File: config.mk
export PLATFORM = sky130hd
export DESIGN_NAME = mac_fid_hash_bucket_address
export DESIGN_NICKNAME = d
export VERILOG_FILES = /design/src/hw/rtl/mfhba_pkg.sv /design/src/hw/rtl/mac_fid_hash_bucket_address.sv /design/src/hw/rtl/mfhba_cell.sv
export SDC_FILE = /design/constraint.sdc
export NUM_CORES = 1
export LEC_CHECK = 0
export ABC_AREA = 1
export ABC_CLOCK_PERIOD_IN_PS = 25200
export BUFFER_PORTS_ARGS = -buffer_cell sky130_fd_sc_hd__buf_2
export CAP_MARGIN = 0
export CELL_PAD_IN_SITES_DETAIL_PLACEMENT = 0
export CELL_PAD_IN_SITES_GLOBAL_PLACEMENT = 1
export CORE_UTILIZATION = 51
export DETAILED_ROUTE_END_ITERATION = 10
export PLACE_DENSITY_LB_ADDON = 0.1
export SKIP_LAST_GASP = 1
export SYNTH_ARGS = -nofsm -noshare
export SYNTH_HDL_FRONTEND = slang
export SYNTH_SLANG_ARGS = --single-unit
File: constraint.sdc
create_clock -name clock -period 25.2 [get_ports clock]
set_clock_uncertainty 0.2 [all_clocks]
set_input_delay 1.26 -clock clock [delete_from_list [all_inputs] [get_ports clock]]
set_output_delay 1.26 -clock clock [all_outputs]
set_load 0.03 [all_outputs]
File: src/hw/rtl/mfhba_pkg.sv
// ----------------------------------------------------------------------------
// mfhba_pkg
// Types, constants and the polynomial lookup shared by the MAC/FID hash
// bucket address block and its CRC cells.
// ----------------------------------------------------------------------------
package mfhba_pkg;

   // Polynomial select codes
   localparam logic [1:0] POLY_SEL_CCITT     = 2'd0;
   localparam logic [1:0] POLY_SEL_IBM       = 2'd1;
   localparam logic [1:0] POLY_SEL_DECT      = 2'd2;
   localparam logic [1:0] POLY_SEL_CCITT_ALT = 2'd3;

   // 20-bit remainder polynomials
   localparam int unsigned REM_W = 20;
   localparam logic [REM_W-1:0] POLY_CCITT = 20'h88108;
   localparam logic [REM_W-1:0] POLY_IBM   = 20'hC0028;
   localparam logic [REM_W-1:0] POLY_DECT  = 20'h82C48;

   // CRC geometry: four 16-bit words, 20 shift steps per word
   localparam int unsigned WORD_W         = 16;
   localparam int unsigned NUM_WORDS      = 4;
   localparam int unsigned WORDS_W        = WORD_W * NUM_WORDS;
   localparam int unsigned STEPS_PER_WORD = 20;
   localparam int unsigned STEPS_PER_CELL = 5;
   localparam int unsigned CELLS_PER_WORD = STEPS_PER_WORD / STEPS_PER_CELL;
   localparam int unsigned NUM_CELLS      = CELLS_PER_WORD * NUM_WORDS;

   // Remainder whose bits 19..4 hold the CRC seed 0xFFFF
   localparam logic [REM_W-1:0] REM_INIT = 20'hFFFF0;

   // Field widths
   localparam int unsigned MAC_HIGH_W = 16;
   localparam int unsigned MAC_LOW_W  = 32;
   localparam int unsigned FID_W      = 8;
   localparam int unsigned BUCKET_W   = 2;
   localparam int unsigned HASH_OUT_W = 11;
   localparam int unsigned ADDR_W     = 16;
   localparam int unsigned ADDR_LSB_W = 3;

   typedef struct packed {
      logic [MAC_HIGH_W-1:0] mac_high;
      logic [MAC_LOW_W-1:0]  mac_low;
      logic [FID_W-1:0]      filter_id;
      logic [BUCKET_W-1:0]   bucket_number;
   } req_type;

   typedef struct packed {
      logic [HASH_OUT_W-1:0] hash_value;
      logic [ADDR_W-1:0]     table_address;
   } rsp_type;

   // Data handed from one CRC cell to the next
   typedef struct packed {
      logic [REM_W-1:0]    rem;
      logic [WORDS_W-1:0]  words;
      logic [BUCKET_W-1:0] bucket;
   } stage_type;

   function automatic logic [REM_W-1:0] poly_of(input logic [1:0] sel);
      logic [REM_W-1:0] p;
      unique case (sel)
         POLY_SEL_CCITT:     p = POLY_CCITT;
         POLY_SEL_IBM:       p = POLY_IBM;
         POLY_SEL_DECT:      p = POLY_DECT;
         POLY_SEL_CCITT_ALT: p = POLY_CCITT;
         default:            p = POLY_CCITT;
      endcase
      return p;
   endfunction

endpackage

File: src/hw/rtl/mac_fid_hash_bucket_address.sv
// Throughput: one transaction per cycle while no response is held under
// rsp_stall; a chain of 16 CRC cells, 5 shift steps each (4 cells per 16-bit
// word), sets the latency.
// The whole chain holds while a response waits under rsp_stall.
// Reset (synchronous, active high) empties the chain and selects CCITT.
// ----------------------------------------------------------------------------
// mac_fid_hash_bucket_address
// Hashes filtering id and MAC address with a selectable CRC-16 and forms
// the hash table bucket address.
// ----------------------------------------------------------------------------
module mac_fid_hash_bucket_address #(
   parameter int unsigned HASH_BITS = 11
) (
   input  logic                 clock,
   input  logic                 reset,
   // request channel
   input  logic                 req_valid,
   output logic                 req_stall,
   input  mfhba_pkg::req_type   req_data,
   // response channel
   output logic                 rsp_valid,
   input  logic                 rsp_stall,
   output mfhba_pkg::rsp_type   rsp_data,
   // configuration
   input  logic                 csr_wr_en,
   input  logic [1:0]           csr_wr_data
);

   logic [1:0]                   poly_select_ff;
   logic [mfhba_pkg::REM_W-1:0]  poly;
   logic                         enable;
   logic                         valid_chain [mfhba_pkg::NUM_CELLS+1];
   mfhba_pkg::stage_type         data_chain  [mfhba_pkg::NUM_CELLS+1];
   logic [HASH_BITS-1:0]         hash;

   // Polynomial select register
   always_ff @(posedge clock) begin
      if (reset) begin
         poly_select_ff <= mfhba_pkg::POLY_SEL_CCITT;
      end else if (csr_wr_en) begin
         poly_select_ff <= csr_wr_data;
      end
   end

   assign poly = mfhba_pkg::poly_of(poly_select_ff);

   // Chain advances unless the last response is held
   assign enable    = !rsp_valid || !rsp_stall;
   assign req_stall = !enable;

   // Chain entry: fid zero-extended first, then MAC high, MAC low halves
   assign valid_chain[0]       = req_valid;
   assign data_chain[0].rem    = mfhba_pkg::REM_INIT;
   assign data_chain[0].words  = {{(mfhba_pkg::WORD_W - mfhba_pkg::FID_W){1'b0}},
                                  req_data.filter_id,
                                  req_data.mac_high,
                                  req_data.mac_low};
   assign data_chain[0].bucket = req_data.bucket_number;

   // Row of CRC cells
   for (genvar k = 0; k < mfhba_pkg::NUM_CELLS; k++) begin : g_cell
      mfhba_cell #(
         .LOAD ((k % mfhba_pkg::CELLS_PER_WORD) == 0)
      ) u_cell (
         .clock     (clock),
         .reset     (reset),
         .enable    (enable),
         .poly      (poly),
         .valid_in  (valid_chain[k]),
         .data_in   (data_chain[k]),
         .valid_out (valid_chain[k+1]),
         .data_out  (data_chain[k+1])
      );
   end

   // Response: CRC is remainder bits 19..4, hash its low bits
   assign hash = data_chain[mfhba_pkg::NUM_CELLS]
                    .rem[mfhba_pkg::REM_W-mfhba_pkg::WORD_W +: HASH_BITS];

   assign rsp_valid              = valid_chain[mfhba_pkg::NUM_CELLS];
   assign rsp_data.hash_value    = mfhba_pkg::HASH_OUT_W'(hash);
   assign rsp_data.table_address = mfhba_pkg::ADDR_W'({hash,
                                      data_chain[mfhba_pkg::NUM_CELLS].bucket,
                                      {mfhba_pkg::ADDR_LSB_W{1'b0}}});

endmodule

File: src/hw/rtl/mfhba_cell.sv
// ----------------------------------------------------------------------------
// mfhba_cell
// One CRC cell: optionally folds the next 16-bit word into the remainder,
// runs a few shift steps and registers the result for the next cell.
// ----------------------------------------------------------------------------
module mfhba_cell #(
   parameter bit LOAD = 1'b0
) (
   input  logic                                clock,
   input  logic                                reset,
   input  logic                                enable,
   input  logic [mfhba_pkg::REM_W-1:0]         poly,
   input  logic                                valid_in,
   input  mfhba_pkg::stage_type                data_in,
   output logic                                valid_out,
   output mfhba_pkg::stage_type                data_out
);

   logic                  valid_ff;
   mfhba_pkg::stage_type  data_ff;
   mfhba_pkg::stage_type  data_in_c;

   // Word fold (first cell of a word) and shift steps
   always_comb begin
      logic [mfhba_pkg::REM_W-1:0]   rem;
      logic [mfhba_pkg::WORDS_W-1:0] words;
      rem   = data_in.rem;
      words = data_in.words;
      if (LOAD) begin
         // new remainder = word xor current CRC (remainder bits 19..4)
         rem = {{(mfhba_pkg::REM_W - mfhba_pkg::WORD_W){1'b0}},
                words[mfhba_pkg::WORDS_W-1 -: mfhba_pkg::WORD_W]
                ^ data_in.rem[mfhba_pkg::REM_W-1 -: mfhba_pkg::WORD_W]};
         words = {words[mfhba_pkg::WORDS_W-mfhba_pkg::WORD_W-1:0],
                  {mfhba_pkg::WORD_W{1'b0}}};
      end
      for (int i = 0; i < mfhba_pkg::STEPS_PER_CELL; i++) begin
         if (rem[mfhba_pkg::REM_W-1]) begin
            rem = rem ^ poly;
         end
         rem = {rem[mfhba_pkg::REM_W-2:0], 1'b0};
      end
      data_in_c.rem    = rem;
      data_in_c.words  = words;
      data_in_c.bucket = data_in.bucket;
   end

   // Stage register
   always_ff @(posedge clock) begin
      if (reset) begin
         valid_ff <= 1'b0;
      end else if (enable) begin
         valid_ff <= valid_in;
      end
   end

   always_ff @(posedge clock) begin
      if (enable) begin
         data_ff <= data_in_c;
      end
   end

   assign valid_out = valid_ff;
   assign data_out  = data_ff;

endmodule
; Yosys cells after proc, flatten, opt, wreduce, memory -nomap -nowiden
; Cells that the tools add are included.
[word_totals]
register_bits = 729
out_inout_bits = 29
elab_cells = 215
[classes]
n_eq_ne = 3
n_mux = 65
bitwise = 68
n_reduce_logical = 6
[op_table]
columns = operator, n
row1 = 2-to-1 mux 19 bit, 63
row2 = XOR 19 bit, 63
row3 = case mux 19 bit (3 select lines), 1
row4 = XOR 16 bit, 3
row5 = inverter 8 -> 16 bit, 1
row6 = 2-to-1 mux 14 bit, 1
row7 = XOR 14 bit, 1
row8 = equality test 2 bit (second input constant), 2
row9 = logical NOT 1 bit, 3
row10 = equality test 2 x 1 -> 1 bit (second input constant), 1
row11 = logical NOT 2 bit, 1
row12 = OR reduction 2 bit, 1
row13 = logical OR 1 bit, 1

; Longest topological paths before layout
[logic_depth]
word_depth = 13
depth_mapped = 17
mapped_depth_nobuf = 16

; Modules after synthesis
; Synthesis repeated with hierarchy kept, for this count alone.
[unflattened]
hier_cells = 7827
hier_area_um2 = 68559.5
[by_module_without_submodules]
columns = module, n_inst, cells_each, area_per_inst_um2
row1 = mfhba_cell at g_cell[10].u_cell ..., 12, 558, 4694.5
row2 = mfhba_cell at g_cell[0].u_cell ..., 4, 274, 2997.9
row3 = mac_fid_hash_bucket_address, 1, 35, 234.0

; Worst setup path before layout
; Ideal clock, no wire load.
[synth_path]
kind = input to register
start = input port rsp_stall
end = register g_cell[0].u_cell.data_ff (netlist bit g_cell[0].u_cell.data_out[0]) (enable)
setup_ns = 1.269
arrival_time_ns = 19.110
required_ns = 23.731
setup_slack_ns = 4.621
stages = 2
path_cell_list = nand2_1 -> clkbuf_1
[synth_between]
elab_chain_len = 2
[synth_rtl]
columns = item, line
row1 = "start, declared", mac_fid_hash_bucket_address.sv:22  ; input logic rsp_stall,
row2 = logical NOT 1 bit, mac_fid_hash_bucket_address.sv:48  ; assign enable = !rsp_valid || !rsp_stall;
row3 = logical OR 1 bit, mac_fid_hash_bucket_address.sv:48
row4 = "end signal, assigned", mfhba_cell.sv:59  ; data_ff <= data_in_c;
row5 = "end, declared", mfhba_cell.sv:20  ; mfhba_pkg::stage_type data_ff;
; No other way between the ends.
; A chain may end at the register's enable or synchronous reset.

; Worst setup path in the final report
[layout_path]
start = input port rsp_stall
end = output port req_stall
[layout_between]
elab_chain_len = 3
[layout_rtl]
columns = item, line
row1 = logical NOT 1 bit, mac_fid_hash_bucket_address.sv:48
row2 = logical OR 1 bit, mac_fid_hash_bucket_address.sv:48
row3 = logical NOT 1 bit, mac_fid_hash_bucket_address.sv:49  ; assign req_stall = !enable;
row4 = "end, declared", mac_fid_hash_bucket_address.sv:18  ; output logic req_stall,
; No other way between the ends.

==> run_results.csv <==
group,metric,value,unit
outcome,outcome,"finished, final reports clean",
detailed_routing,wl_per_cell,15.1,um
critical_path,worst-path-max-fanout,30,
clocking,postCtsSetupRepairBufs,0,
timing,slew-limit-headroom,25.5,%
logic_synthesis,ys_top_cells_by_area,"edfxtp_1, nand2_1, xor2_1",
logic_synthesis,yosysTopAreaCell,"edfxtp_1",
worst_hold_path,hp-class,"reg -> reg",
critical_path,path_buf_inv,3,
logic_synthesis,yosys-top-cells-count,"nand2_1, edfxtp_1, xor2_1",
critical_path,r2r_start,"poly_select_ff[1]",
finish,final_util,58.0,%
logic_synthesis,yosys_warnings,0,
timing,finalSetupViolCount,0,
logic_synthesis,synth_area_per_cell,11.7,sq um
logic_synthesis,synth.most_common_cell,"nand2_1",
detailed_routing,first_pass_iters,5,
worst_hold_path,min_path_cells,0,
timing,fin_crit,3970,ps
worst_hold_path,whs_endpoint,"g_cell[3].u_cell.data_out[41]",
detailed_routing,vias,16886,
critical_path,crit_chain,"buf_2 > nand2_4 > clkinv_1 > buf_2",
logic_synthesis,syn_inst,2521,
global_routing,grt_pass1_vias,16071,
critical_path,r2r_end,"g_cell[5].u_cell.data_out[72]",
timing,rsz0062_at_grt,"no",
placed_design,io_buffers,90,
detailed_routing,drc,0,
die,fp.dieArea,59000,sq um
die,fp.dieH,243,um
clocking,clk_pin_slew,60,ps
global_routing,grt_max_degree,210,
timing,timing.hold.ws,207,ps
clocking,clockBufferDepth,3,
critical_path,end_kind,"primary output",
pwr,totalPowerFinal,4.16,mW
critical_path,crit_type,"in -> out",
detailed_routing,drt_wl_total,51.6,mm
worst_hold_path,worstHoldStart,"g_cell[2].u_cell.data_out[41]",
pwr,power.leakage,13.9,nW
placed_design,preCtsSetupSlack,21070,ps
critical_path,start_kind,"input port",
critical_path,cp_slowest_cell,"clkinv_1",
clocking,cts_hold_buf,0,
timing,period_share,15.7,%
flow_run,cap_violations,0,
critical_path,cp.arrival,2510,ps
clocking,cts_resized,0,
logic_synthesis,synth_enable_flop_cells,651,
global_routing,grt_pass1_wl,83.7,mm
logic_synthesis,synth.distinct_cells,41,
global_routing,grt_usage,18.0,%
clocking,insertion_delay,610,ps
logic_synthesis,netlist_area,29600,sq um
logic_synthesis,synth_top_flop_cell,"edfxtp_1",
global_routing,antenna_found_initial,0,
placed_design,dp_hpwl,31.9,mm
timing,setup_slack,21230,ps
detailed_routing,viasPerCell,4.94,
global_routing,gr-total-overflow,0,
timing,hold_violations,0,
clocking,root_buffer,"clkbuf_16",
detailed_routing,drt_iter0_drc,1074,
clocking,htreeDepth,3,
logic_synthesis,yosysTopAreaCellShare,66.1,%
logic_synthesis,async_flop_share,0,%
die,io_pins,94,
timing,clock.fmax,0.252,GHz
logic_synthesis,ys_ff_latch,669,
logic_synthesis,yosysSeqAreaShare,67.3,%
critical_path,path_delay_family,"buffers and inverters",
finish,area_growth,11.3,%
critical_path,r2r_slack,21590,ps
finish,diodes,0,
finish,drive_gt1_share,13.8,%
critical_path,slowest_delay,490,ps
die,start_util,52.1,%
die,die_x,243,um
timing,maxSlewViolCount,0,
pwr,peakVddDrop,0.0000751,V
die,rows,87,
die,core_area,56800,sq um
finish,fin_nets,2674,
detailed_routing,ant_nets,0,
critical_path,crit_required,23740,ps
critical_path,reg2reg_depth,15,
critical_path,worst_path_most_repeated_cell,"buf_2",
clocking,cts.sinks,669,
timing,setup_tns,0,ps
placed_design,place.gp.congestion,0.815,
clocking,numCtsBuffers,72,
clocking,cts_tree,"built",
timing,tightest_slew,1120,ps
pwr,cellPowerDensity,126,nW/um^2
state kept, by name, indices dropped and copies added (netlist names):
signal / cells
g_cell.u_cell.data_out: 651
g_cell.u_cell.valid_out: 16
poly_select_ff: 2
area by class of cell:
class                      count  area, sq um
timing repair buffer         105          588
clock inverter                44          480
inverter                     183          694
fill                        4718        23900
tap                          756          946
sequential                   669        19900
clock buffer                  85         1890
multi-input combinational   1575         8420
report_power, final:
part / switching [mW] / total [mW] / internal (mW)
registers: 0.156 / 1.72 / 1.57
clock network: 0.432 / 1.04 / 0.608
logic: 0.909 / 1.40 / 0.490
worst reg2reg max path, stage by stage, from the launching register on:
cell and delay [ps]:
dfxtp_1 330, inv_1 130, ha_4 180, buf_4 530, buf_4 700, nand2_1 150, nand3_2 140, nand2_1 120
nand2_1 110, nand3_2 110, nand2_2 200, nand2_2 80, nand2_2 150, inv_2 110, nand3_1 80, nand2_1 60
stage by stage:
| stage | area (sq um) | cells |
|---|---|---|
| 4_1_cts | 32900 | 3417 |
| 6_report | 32900 | 3417 |
| 3_5_place_dp | 30600 | 3288 |
| 5_1_grt | 32900 | 3417 |
| 2_1_floorplan | 29600 | 2523 |
| 3_3_place_gp | 30600 | 3288 |
routing by layer:
layer	global-route usage, %	wire (um)	vias to the layer above
met2	29.1	24300	299
met4	5.51	1130	0
met1	24.8	24300	7958
li1	-	-	8541
met5	0	0	-
met3	3.26	1960	88
placed cells by master, fill, tap and decap left out, types with 4 or more instances in the layout:
cell / count
xor2_1: 200
nand3_1: 187
buf_4: 13
nor2_2: 9
o21ai_1: 9
clkbuf_16: 73
nand3b_1: 5
a21oi_1: 35
clkinvlp_4: 4
clkbuf_1: 10
clkinv_1: 11
nand2_4: 7
nand2_2: 50
xnor2_1: 90
or2_2: 26
nor2_1: 79
inv_1: 166
clkinv_2: 15
buf_2: 90
inv_2: 13
bufinv_16: 6
o21ai_0: 47
edfxtp_1: 651
dfxtp_1: 18
nand3_2: 22
xnor2_2: 7
o211ai_1: 5
nand2_1: 772
kinds of logic after synthesis:
logic type	Yosys count	share of synthesized area, %
AOI/OAI and AO/OA	106	2.03
DFF	669	67.3
other	1	0.0127
xor gates and xnor gates	300	9.14
adders and majority gates	3	0.127
buffers and inverters	279	4.37
and+or+nand+nor	1163	17.0
worst max-delay path by stage:
| stage | from | end | cells after the start |
|---|---|---|---|
| floorplan | rsp_stall | g_cell[0].u_cell.data_out[0] | 2 |
| global placement | rsp_stall | g_cell[10].u_cell.data_out[57] | 4 |
| detailed placement | rsp_stall | g_cell[10].u_cell.data_out[57] | 4 |
| CTS | rsp_stall | req_stall | 4 |
| global route | rsp_stall | req_stall | 4 |
| finish | rsp_stall | req_stall | 4 |
(Power assumes the default switching activity.)
